[config.mk]
export PLATFORM = sky130hd
export DESIGN_NAME = outstanding_command_tracker_core
export DESIGN_NICKNAME = d
export VERILOG_FILES = /design/src/hdl/oct_pkg.sv /design/src/hdl/oct_cell.sv /design/src/hdl/outstanding_command_tracker_core.sv
export SDC_FILE = /design/constraint.sdc
export NUM_CORES = 2
export LEC_CHECK = 0
export BUFFER_PORTS_ARGS = -buffer_cell sky130_fd_sc_hd__buf_2
export CORE_MARGIN = 3
export CORE_UTILIZATION = 40
export DETAILED_ROUTE_END_ITERATION = 12
export HOLD_SLACK_MARGIN = 0.06
export PLACE_DENSITY_LB_ADDON = 0.25
export SYNTH_ARGS = -nofsm -noshare
export SYNTH_HDL_FRONTEND = slang
export SYNTH_HIERARCHICAL = 1
export SYNTH_SLANG_ARGS = --single-unit
[constraint.sdc]
create_clock -name clk -period 16.17 [get_ports clk]
set_input_delay 1.617 -clock clk [delete_from_list [all_inputs] [get_ports clk]]
set_output_delay 1.617 -clock clk [all_outputs]
set_load 0.01 [all_outputs]
[src/hdl/oct_pkg.sv]
// oct_pkg: shared types and constants of the outstanding command tracker
// no dependencies
`default_nettype none
package oct_pkg;
    localparam int SLOTS = 16;
    localparam int SLOT_W = $clog2(SLOTS);

    localparam logic [1:0] CMD_SEND = 2'd0;
    localparam logic [1:0] CMD_RESP = 2'd1;
    localparam logic [1:0] CMD_TICK = 2'd2;
    localparam logic [1:0] CMD_NOP  = 2'd3;

    localparam logic [2:0] EV_SENT    = 3'd0;
    localparam logic [2:0] EV_NO_SLOT = 3'd1;
    localparam logic [2:0] EV_MATCHED = 3'd2;
    localparam logic [2:0] EV_UNKNOWN = 3'd3;
    localparam logic [2:0] EV_RETRY   = 3'd4;
    localparam logic [2:0] EV_EXPIRED = 3'd5;

    localparam logic [0:0] REG_DEFAULT_TIMEOUT = 1'd0;
    localparam logic [0:0] REG_MAX_RETRIES     = 1'd1;

    // request presented to every cell in turn
    typedef struct packed {
        logic        run;
        logic [1:0]  command;
        logic [7:0]  cmd_id;
        logic [15:0] timeout;
        logic [3:0]  retries;
        logic [7:0]  resp_seq;
        logic [31:0] now;
        logic [7:0]  seq_no;
    } oct_req_t;

    // token handed along the row: still looking for a free slot / match
    typedef struct packed {
        logic pending;
    } oct_tok_t;

    // cell event report
    typedef struct packed {
        logic        hit;
        logic [2:0]  ev;
        logic [7:0]  seq;
        logic [7:0]  cmd;
        logic [3:0]  retries;
    } oct_rep_t;
endpackage
`default_nettype wire

[src/hdl/oct_cell.sv]
// oct_cell: one slot of the tracker table
// depends on oct_pkg
`default_nettype none
module oct_cell
    import oct_pkg::*;
(
    input  wire logic     clk,
    input  wire logic     rst_n,
    input  wire logic     sel,
    input  wire oct_req_t req,
    input  wire oct_tok_t tok_in,
    output oct_tok_t      tok_out,
    output oct_rep_t      rep
);
    logic        valid_reg;
    logic [7:0]  seq_reg;
    logic [7:0]  cmd_reg;
    logic [31:0] sent_reg;
    logic [15:0] tmo_reg;
    logic [3:0]  ret_reg;
    logic [31:0] elapsed;
    logic        take, match, expire;

    // decisions for this slot on its turn
    always_comb
    begin
        elapsed = req.now - sent_reg;
        take    = sel && req.command == CMD_SEND && tok_in.pending && !valid_reg;
        match   = sel && req.command == CMD_RESP && tok_in.pending && valid_reg
                  && seq_reg == req.resp_seq;
        expire  = sel && req.command == CMD_TICK && valid_reg
                  && elapsed > {16'd0, tmo_reg};
        tok_out.pending = tok_in.pending && !take && !match;
        rep.hit = take || match || expire;
        rep.seq = take ? req.seq_no : seq_reg;
        rep.cmd = take ? req.cmd_id : cmd_reg;
        if (take)
        begin
            rep.ev = EV_SENT;
            rep.retries = req.retries;
        end
        else if (match)
        begin
            rep.ev = EV_MATCHED;
            rep.retries = ret_reg;
        end
        else if (ret_reg != 4'd0)
        begin
            rep.ev = EV_RETRY;
            rep.retries = ret_reg - 4'd1;
        end
        else
        begin
            rep.ev = EV_EXPIRED;
            rep.retries = 4'd0;
        end
    end

    // slot valid flag
    always_ff @(posedge clk or negedge rst_n)
    begin
        if (!rst_n)
            valid_reg <= 1'b0;
        else if (take)
            valid_reg <= 1'b1;
        else if (match || (expire && ret_reg == 4'd0))
            valid_reg <= 1'b0;
    end

    // slot payload
    always_ff @(posedge clk)
    begin
        if (take)
        begin
            seq_reg  <= req.seq_no;
            cmd_reg  <= req.cmd_id;
            sent_reg <= req.now;
            tmo_reg  <= req.timeout;
            ret_reg  <= req.retries;
        end
        else if (expire && ret_reg != 4'd0)
        begin
            ret_reg  <= ret_reg - 4'd1;
            sent_reg <= req.now;
        end
    end
endmodule
`default_nettype wire

[src/hdl/outstanding_command_tracker_core.sv]
// outstanding_command_tracker_core: top level, request sequencer and result register
// depends on oct_pkg and oct_cell
//
// Input requests on s_axis: command in tuser, id, timeout, response seq/status
// and time in tdata. Results on m_axis: event in tuser, the rest in tdata,
// tlast marks the final result of a request.
// Configuration writes on cfg: index 0 default timeout, 1 retry budget.
// Each request walks along the row of SLOTS slot cells, one cell per cycle while not paused.
// A send or response that finds slot k has its result registered as the walk
// reaches slot k; no free slot or an unknown seq is reported at the last cell.
// A tick gives up to SLOTS results (none if nothing timed out); each is held
// back until the next one or the end of the walk to learn tlast. The next
// request is accepted the cycle after the final result is registered, so a new
// request is not taken while one is walking or a tick result is held.
// The walk pauses while a result waits in the output register and the
// receiver stalls; s_axis_tready is high only between requests.
// Reset empties the table, sets sequence number 1 and register defaults.
`default_nettype none
module outstanding_command_tracker_core
    import oct_pkg::*;
(
    input  wire logic        clk,
    input  wire logic        rst_n,
    input  wire logic        s_axis_tvalid,
    output logic             s_axis_tready,
    // command[1:0]
    input  wire logic [1:0]  s_axis_tuser,
    // cmd_id[7:0] timeout[23:8] resp_seq[31:24] resp_status[39:32] now_ms[71:40]
    input  wire logic [71:0] s_axis_tdata,
    output logic             m_axis_tvalid,
    input  wire logic        m_axis_tready,
    // event_res[2:0]
    output logic [2:0]       m_axis_tuser,
    // slot[3:0] seq[11:4] cmd_out[19:12] status_out[27:20] retries_remaining[31:28]
    output logic [31:0]      m_axis_tdata,
    output logic             m_axis_tlast,
    input  wire logic        cfg_valid,
    output logic             cfg_ready,
    input  wire logic        cfg_index,
    input  wire logic [15:0] cfg_data
);
    logic [15:0]      dflt_reg;
    logic [3:0]       maxr_reg;
    logic [7:0]       nseq_reg;
    logic             busy_reg;
    logic [SLOT_W-1:0] idx_reg;
    oct_req_t         req_reg;
    logic [7:0]       status_reg;
    logic             seen_reg;
    logic             hold_reg;   // a tick result held back to learn tlast
    logic [34:0]      hold_data_reg;

    oct_tok_t tok [SLOTS+1];
    oct_rep_t rep [SLOTS];
    oct_rep_t cur;
    logic     stall, step, endw;
    logic [34:0] pk;
    logic [3:0]  slot4;
    logic        out_load, out_last;
    logic [34:0] out_word;

    assign cfg_ready = 1'b1;
    assign s_axis_tready = !busy_reg && !hold_reg;
    assign stall = m_axis_tvalid && !m_axis_tready;
    assign step = busy_reg && !stall;
    assign endw = idx_reg == SLOT_W'(SLOTS - 1);

    // row of slot cells
    assign tok[0].pending = req_reg.run;
    genvar g;
    generate
        for (g = 0; g < SLOTS; g++)
        begin : g_cell
            oct_cell u_cell (
                .clk(clk), .rst_n(rst_n),
                .sel(step && idx_reg == SLOT_W'(g)),
                .req(req_reg), .tok_in(tok[g]), .tok_out(tok[g+1]), .rep(rep[g])
            );
        end
    endgenerate

    // report of the addressed cell, {retries, status, cmd, seq, slot, event}
    always_comb
    begin
        cur = rep[idx_reg];
        slot4 = 4'(idx_reg);
        pk = {cur.retries, (cur.ev == EV_MATCHED) ? status_reg : 8'd0,
              cur.cmd, cur.seq, slot4, cur.ev};
    end

    // what goes into the result register this cycle
    always_comb
    begin
        out_load = 1'b0;
        out_last = 1'b1;
        out_word = hold_data_reg;
        if (step)
        begin
            if (req_reg.command == CMD_TICK)
            begin
                out_load = cur.hit && hold_reg;
                out_last = 1'b0;
            end
            else if (cur.hit && !seen_reg)
            begin
                out_load = 1'b1;
                out_word = pk;
            end
            else if (endw)
            begin
                out_load = 1'b1;
                if (req_reg.command == CMD_SEND)
                    out_word = {4'd0, 8'd0, req_reg.cmd_id, 8'd0, 4'd0, EV_NO_SLOT};
                else
                    out_word = {4'd0, 8'd0, 8'd0, req_reg.resp_seq, 4'd0, EV_UNKNOWN};
            end
        end
        else if (!busy_reg && hold_reg && !stall)
        begin
            // flush the final tick result
            out_load = 1'b1;
        end
    end

    // configuration registers
    always_ff @(posedge clk or negedge rst_n)
    begin
        if (!rst_n)
        begin
            dflt_reg <= 16'd1000;
            maxr_reg <= 4'd3;
        end
        else if (cfg_valid)
        begin
            if (cfg_index == REG_DEFAULT_TIMEOUT)
                dflt_reg <= cfg_data;
            else
                maxr_reg <= cfg_data[3:0];
        end
    end

    // sequencer and result register
    always_ff @(posedge clk or negedge rst_n)
    begin
        if (!rst_n)
        begin
            busy_reg <= 1'b0;
            idx_reg <= '0;
            nseq_reg <= 8'd1;
            m_axis_tvalid <= 1'b0;
            m_axis_tlast <= 1'b0;
            m_axis_tdata <= '0;
            m_axis_tuser <= '0;
            req_reg <= '0;
            status_reg <= 8'd0;
            seen_reg <= 1'b0;
            hold_reg <= 1'b0;
            hold_data_reg <= '0;
        end
        else
        begin
            if (out_load)
            begin
                m_axis_tvalid <= 1'b1;
                m_axis_tdata <= out_word[34:3];
                m_axis_tuser <= out_word[2:0];
                m_axis_tlast <= out_last;
            end
            else if (m_axis_tready)
                m_axis_tvalid <= 1'b0;

            if (s_axis_tvalid && s_axis_tready)
            begin
                busy_reg <= s_axis_tuser != CMD_NOP;
                idx_reg <= '0;
                req_reg.run <= 1'b1;
                req_reg.command <= s_axis_tuser;
                req_reg.cmd_id <= s_axis_tdata[7:0];
                req_reg.timeout <= (s_axis_tdata[23:8] == 16'd0) ? dflt_reg
                                                                 : s_axis_tdata[23:8];
                req_reg.retries <= maxr_reg;
                req_reg.resp_seq <= s_axis_tdata[31:24];
                req_reg.now <= s_axis_tdata[71:40];
                req_reg.seq_no <= nseq_reg;
                status_reg <= s_axis_tdata[39:32];
                seen_reg <= 1'b0;
                hold_reg <= 1'b0;
            end
            else if (step)
            begin
                if (req_reg.command == CMD_TICK)
                begin
                    if (cur.hit)
                    begin
                        hold_reg <= 1'b1;
                        hold_data_reg <= pk;
                    end
                    if (endw)
                        busy_reg <= 1'b0;
                end
                else if (cur.hit && !seen_reg)
                begin
                    seen_reg <= 1'b1;
                    if (req_reg.command == CMD_SEND)
                        nseq_reg <= (nseq_reg == 8'd255) ? 8'd1 : nseq_reg + 8'd1;
                    busy_reg <= 1'b0;
                end
                else if (endw)
                    busy_reg <= 1'b0;
                if (!endw)
                    idx_reg <= idx_reg + SLOT_W'(1);
            end
            else if (!busy_reg && hold_reg && !stall)
                hold_reg <= 1'b0;
        end
    end

`ifndef ASSERT_OFF
    a_seq_nonzero: assert property (@(posedge clk) disable iff (!rst_n)
        nseq_reg != 8'd0) else $error("sequence number zero");
    a_no_accept_busy: assert property (@(posedge clk) disable iff (!rst_n)
        busy_reg |-> !s_axis_tready) else $error("accept while busy");
    a_out_hold: assert property (@(posedge clk) disable iff (!rst_n)
        stall |=> m_axis_tvalid) else $error("result dropped");
`endif
endmodule
`default_nettype wire
-- Yosys cells after proc, flatten, opt, wreduce, memory -nomap -nowiden
Index checks and enable logic that the tools add are counted.
- register bits after elaboration: 1298
- bits of input ports: 96
- output and inout port bits: 39
- word-level logic and storage cells: 896
- add/sub/neg operators: 34
- order comparisons: 17
- equality and inequality tests: 40
- muxes and demuxes: 261
- bitwise operators: 4
- reductions and logical operators: 423
- operator list (kind ; number):
    $mux 32 ; 32
    $gt 32x16->1 ; 16
    $sub 32x32->32 ; 16
    $mux 4 ; 83
    $mux 8 ; 34
    $logic_and 1x1->1 ; 246
    $mux 35 ; 4
    $eq 8x8->1 ; 16
    $bmux 24 s4 ; 1
    $mux 3 ; 32
    $mux 1 ; 71
    $reduce_bool 2->1 ; 35
    $logic_not 4->1 ; 17
    $reduce_bool 4->1 ; 16
    $sub 4x1->4 const B ; 16
    $logic_not 1->1 ; 51
    $logic_or 1x1->1 ; 48
    $mux 24 ; 2
    $eq 4x4->1 const B ; 8
    $mux 23 ; 1
    $eq 4x3->1 const B ; 4
    $logic_not 16->1 ; 1
    $mux 16 ; 1
    $add 8x1->8 const B ; 1
    20 further kinds ; 27

-- Depth between registers and ports, before layout
- depth after elaboration: 94
- mapped depth: 89
- depth with buffers taken out: 75

-- Hierarchy
Netlist, hierarchy kept.
- by module, submodules not included (module ; instances ; cells an instance ; area an instance (µm²) ; seq. area each (µm²)):
    oct_cell at g_cell[10].u_cell ... ; 10 ; 514 ; 4898.4 ; 1906.8
    outstanding_command_tracker_core ; 1 ; 892 ; 11054.4 ; 4865.9
    oct_cell at g_cell[13].u_cell ; 1 ; 558 ; 5253.8 ; 1906.8
    oct_cell at g_cell[12].u_cell ; 1 ; 534 ; 5112.4 ; 1906.8
    oct_cell at g_cell[7].u_cell ; 1 ; 529 ; 4974.8 ; 1906.8
    oct_cell at g_cell[0].u_cell ; 1 ; 522 ; 4967.3 ; 1906.8
    oct_cell at g_cell[8].u_cell ; 1 ; 500 ; 4907.2 ; 1906.8
    oct_cell at g_cell[9].u_cell ; 1 ; 502 ; 4882.2 ; 1906.8

-- Least setup slack after synthesis
OpenSTA, ideal clock, no wires.
- kind: in2reg
- start point: input m_axis_tready
- end point: register hold_data_reg[32]
- library setup time: 0.125 ns
- arrival time: 16.165 ns
- data required time: 16.045 ns
- slack: -0.119 ns
- stages on the path: 77
- path buffers: 16
- cells stage by stage: nor2b_1 > nor2_1 > nand2_1 > nor3_1 > nand3_1 > or4_1 > clkbuf_1 > and3_1 > nand2b_1 > or4_1 > clkbuf_1 > and3_1 > nand2b_1 > or4_1 > clkbuf_1 > and3_1 > nand2b_1 > or4_1 > [... 41 more ...] > and2_1 > nand2_1 > nor4_1 > nor2_1 > and2_1 > nand2b_1 > or4_1 > clkbuf_1 > and3_1 > nand2b_1 > nor3b_1 > clkbuf_1 > clkbuf_1 > nand2_1 > o311ai_0 > mux4_2 > mux4_2 > mux2_2
- RTL lines (item ; RTL line ; RTL):
    start: declaration ; outstanding_command_tracker_core.sv:31 ; input wire logic m_axis_tready,
    end signal: assignment ; outstanding_command_tracker_core.sv:196 ; hold_data_reg <= pk;
    end: declaration ; outstanding_command_tracker_core.sv:51 ; logic [34:0] hold_data_reg;

==> key figures <==
Status
  • Status: complete, no violations

Detailed routing
  • Post-DRT Antenna Nets: 0
  • Post-Route WL: approximately 290000 µm
  • First-pass DRT Iterations: 6
  • Routed vias/inst: 5.927
  • DRC violation count after routing: 0
  • DR vias: 73806
  • Number of DRC markers in iteration 0: between 6000 and 7000
  • Routed wire length per instance: 23.36 µm

Worst setup path
  • Critical-path top delay cell: or4_1
  • CP most frequent cell: nand2b_1
  • CP Launch Type: primary input
  • Crit path max fanout: 8
  • Crit Path Category: primary input to flop
  • WP data required: 16900 ps
  • Crit path capture type: flop
  • Worst path max stage delay: 690 ps
  • Data arrival, critical path: 16140 ps

Floorplanning
  • Core area: roughly 220000 µm²
  • Die Width: slightly below 500 µm
  • # IOs: 135
  • Die H: 480.7 µm
  • FP Rows: about 170
  • Die ar.: approximately 230000 µm²
  • Initial core utilization: 40.39%

Timing
  • Fin Hold WS: about 450 ps
  • Final setup TNS: 0 ps
  • FMAX: 64.90 MHz
  • Period utilisation layout: 95.30%
  • Clk_skew: about 30 ps
  • Slew headroom: a little over a fifth
  • Final hold viol count: 0
  • Final setup violation count: 0
  • Worst Max-Slew Pin Slew: 1178 ps
  • Fin. max-slew vios: 0
  • Minimum clock period after layout: 15410 ps

CTS
  • Clk buf depth: 3
  • Clock root buffer: clkbuf_16
  • CTS clock-pin slew for the worst setup and hold paths: roughly 60 ps
  • Clk sinks: 1298
  • Num CTS Buffers: 150
  • Clk_lat worst skew: between 800 and 900 ps
  • H-tree depth: 4
  • Hold_buf cts: 0
  • CTS tree: built

Place
  • Dpl hpwl: 206000 µm
  • RePlAce Congestion: ~0.93
  • Port bufs: 133

Logic synthesis
  • Syn_nets: about 10000
  • Post-Syn Area: 90130 µm²
  • Cells after Synth: roughly 9000
  • Syn_area_per_cell: 9.822 µm²
  • YS warnings: 6

Finish
  • Max reg flops: between 500 and 600
  • FILL cells: 21019
  • Most frequent cells in the layout: 941 x inv_1, 832 x edfxtp_1, 789 x ha_1
  • Final core occ: approximately 45%
  • Area grow syn2layout: 10.79%
  • Most common cell after layout, fill and taps aside: inv_1
  • Final #Nets: 10248
  • Share of post-route cells with drive strength above 1: 13.04%

Power
  • Overall power: a little over 20 mW
  • Leak: 41.05 nW
  • Power Dens Cells: 204.4 nW/µm²
  • Peak supply drop: 0.1652 mV

Global route
  • Initial antenna violation count: 22
  • First-pass GRT wire length: 438300 µm
  • Gr ovfl total: 0
  • GRT Overall Usage: between 20 and 25%
  • Number of global-route vias before repair: 71645
  • Pin count of the biggest net entering global routing: 95

Run
  • Max cap viols: 0

Hold path
  • Hold Crit Class: flop to flop
==> repair_timing <==
item,in CTS,in global routing
buffers inserted,0,6
endpoints found under the setup margin,0,68
resized for setup,0,8
==> final timing paths <==
path,startpoint,end,slack (ps),cells after the start
worst max-delay path,m_axis_tready,m_axis_tdata[21],760,68
worst min-delay path,req_reg[61],g_cell[7].u_cell/tmo_reg[9],450,0
worst max register to register,m_axis_tvalid,m_axis_tdata[21],1220,67
worst min register to register,req_reg[61],g_cell[7].u_cell/tmo_reg[9],450,0
max in group asynchronous,rst_n,req_reg[9],13730,2
min in group asynchronous,rst_n,status_reg[7],800,1
==> power by group <==
group / switching [mW] / internal, mW / leakage (nW)
clock: 1.50 / 2.02 / 2.48
sequential: 0.619 / 4.29 / 12.1
combinational: 7.54 / 4.45 / 26.5
total: 9.66 / 10.8 / 41.0
==> critical path, delay by kind of cell <==
family          cells  cell delay [ps]
mux                 1              500
compound gates      2              660
simple gates       55            11970
buf+inv            10             1360
==> layer usage <==
metal / part of all wire (%) / up-vias / GRT usage [%]
met2: 45 / 2467 / 39.02
met5: 0.0058 / - / 0
li1: - / 34490 / -
met4: 4.5 / 2 / 10.51
met1: 44 / 36348 / 32.94
met3: 6.7 / 499 / 3.876
==> final cells by class <==
class	count	area, µm²	area share, %
inverter	944	3543	3.548
clock inverter	89	878.3	0.8796
timing repair buffer	274	1759	1.762
tap	2975	3722	3.728
sequential	1298	35420	35.47
antenna	3	7.507	0.007518
multi-input combinational	6679	50300	50.38
clock buffer	190	4219	4.225
==> stage by stage <==
stage          cell area [µm²]  worst slack (ps)  cells
2_1_floorplan            90140             29.71   9176
3_3_place_gp             94630            -55.50  12163
3_5_place_dp             94630            -390.3  12163
4_1_cts                  99730             436.7  12442
5_1_grt                  99850            -7.645  12450
6_report                 99860             760.7  12452
No activity file was read; power rests on OpenSTA's default activity.
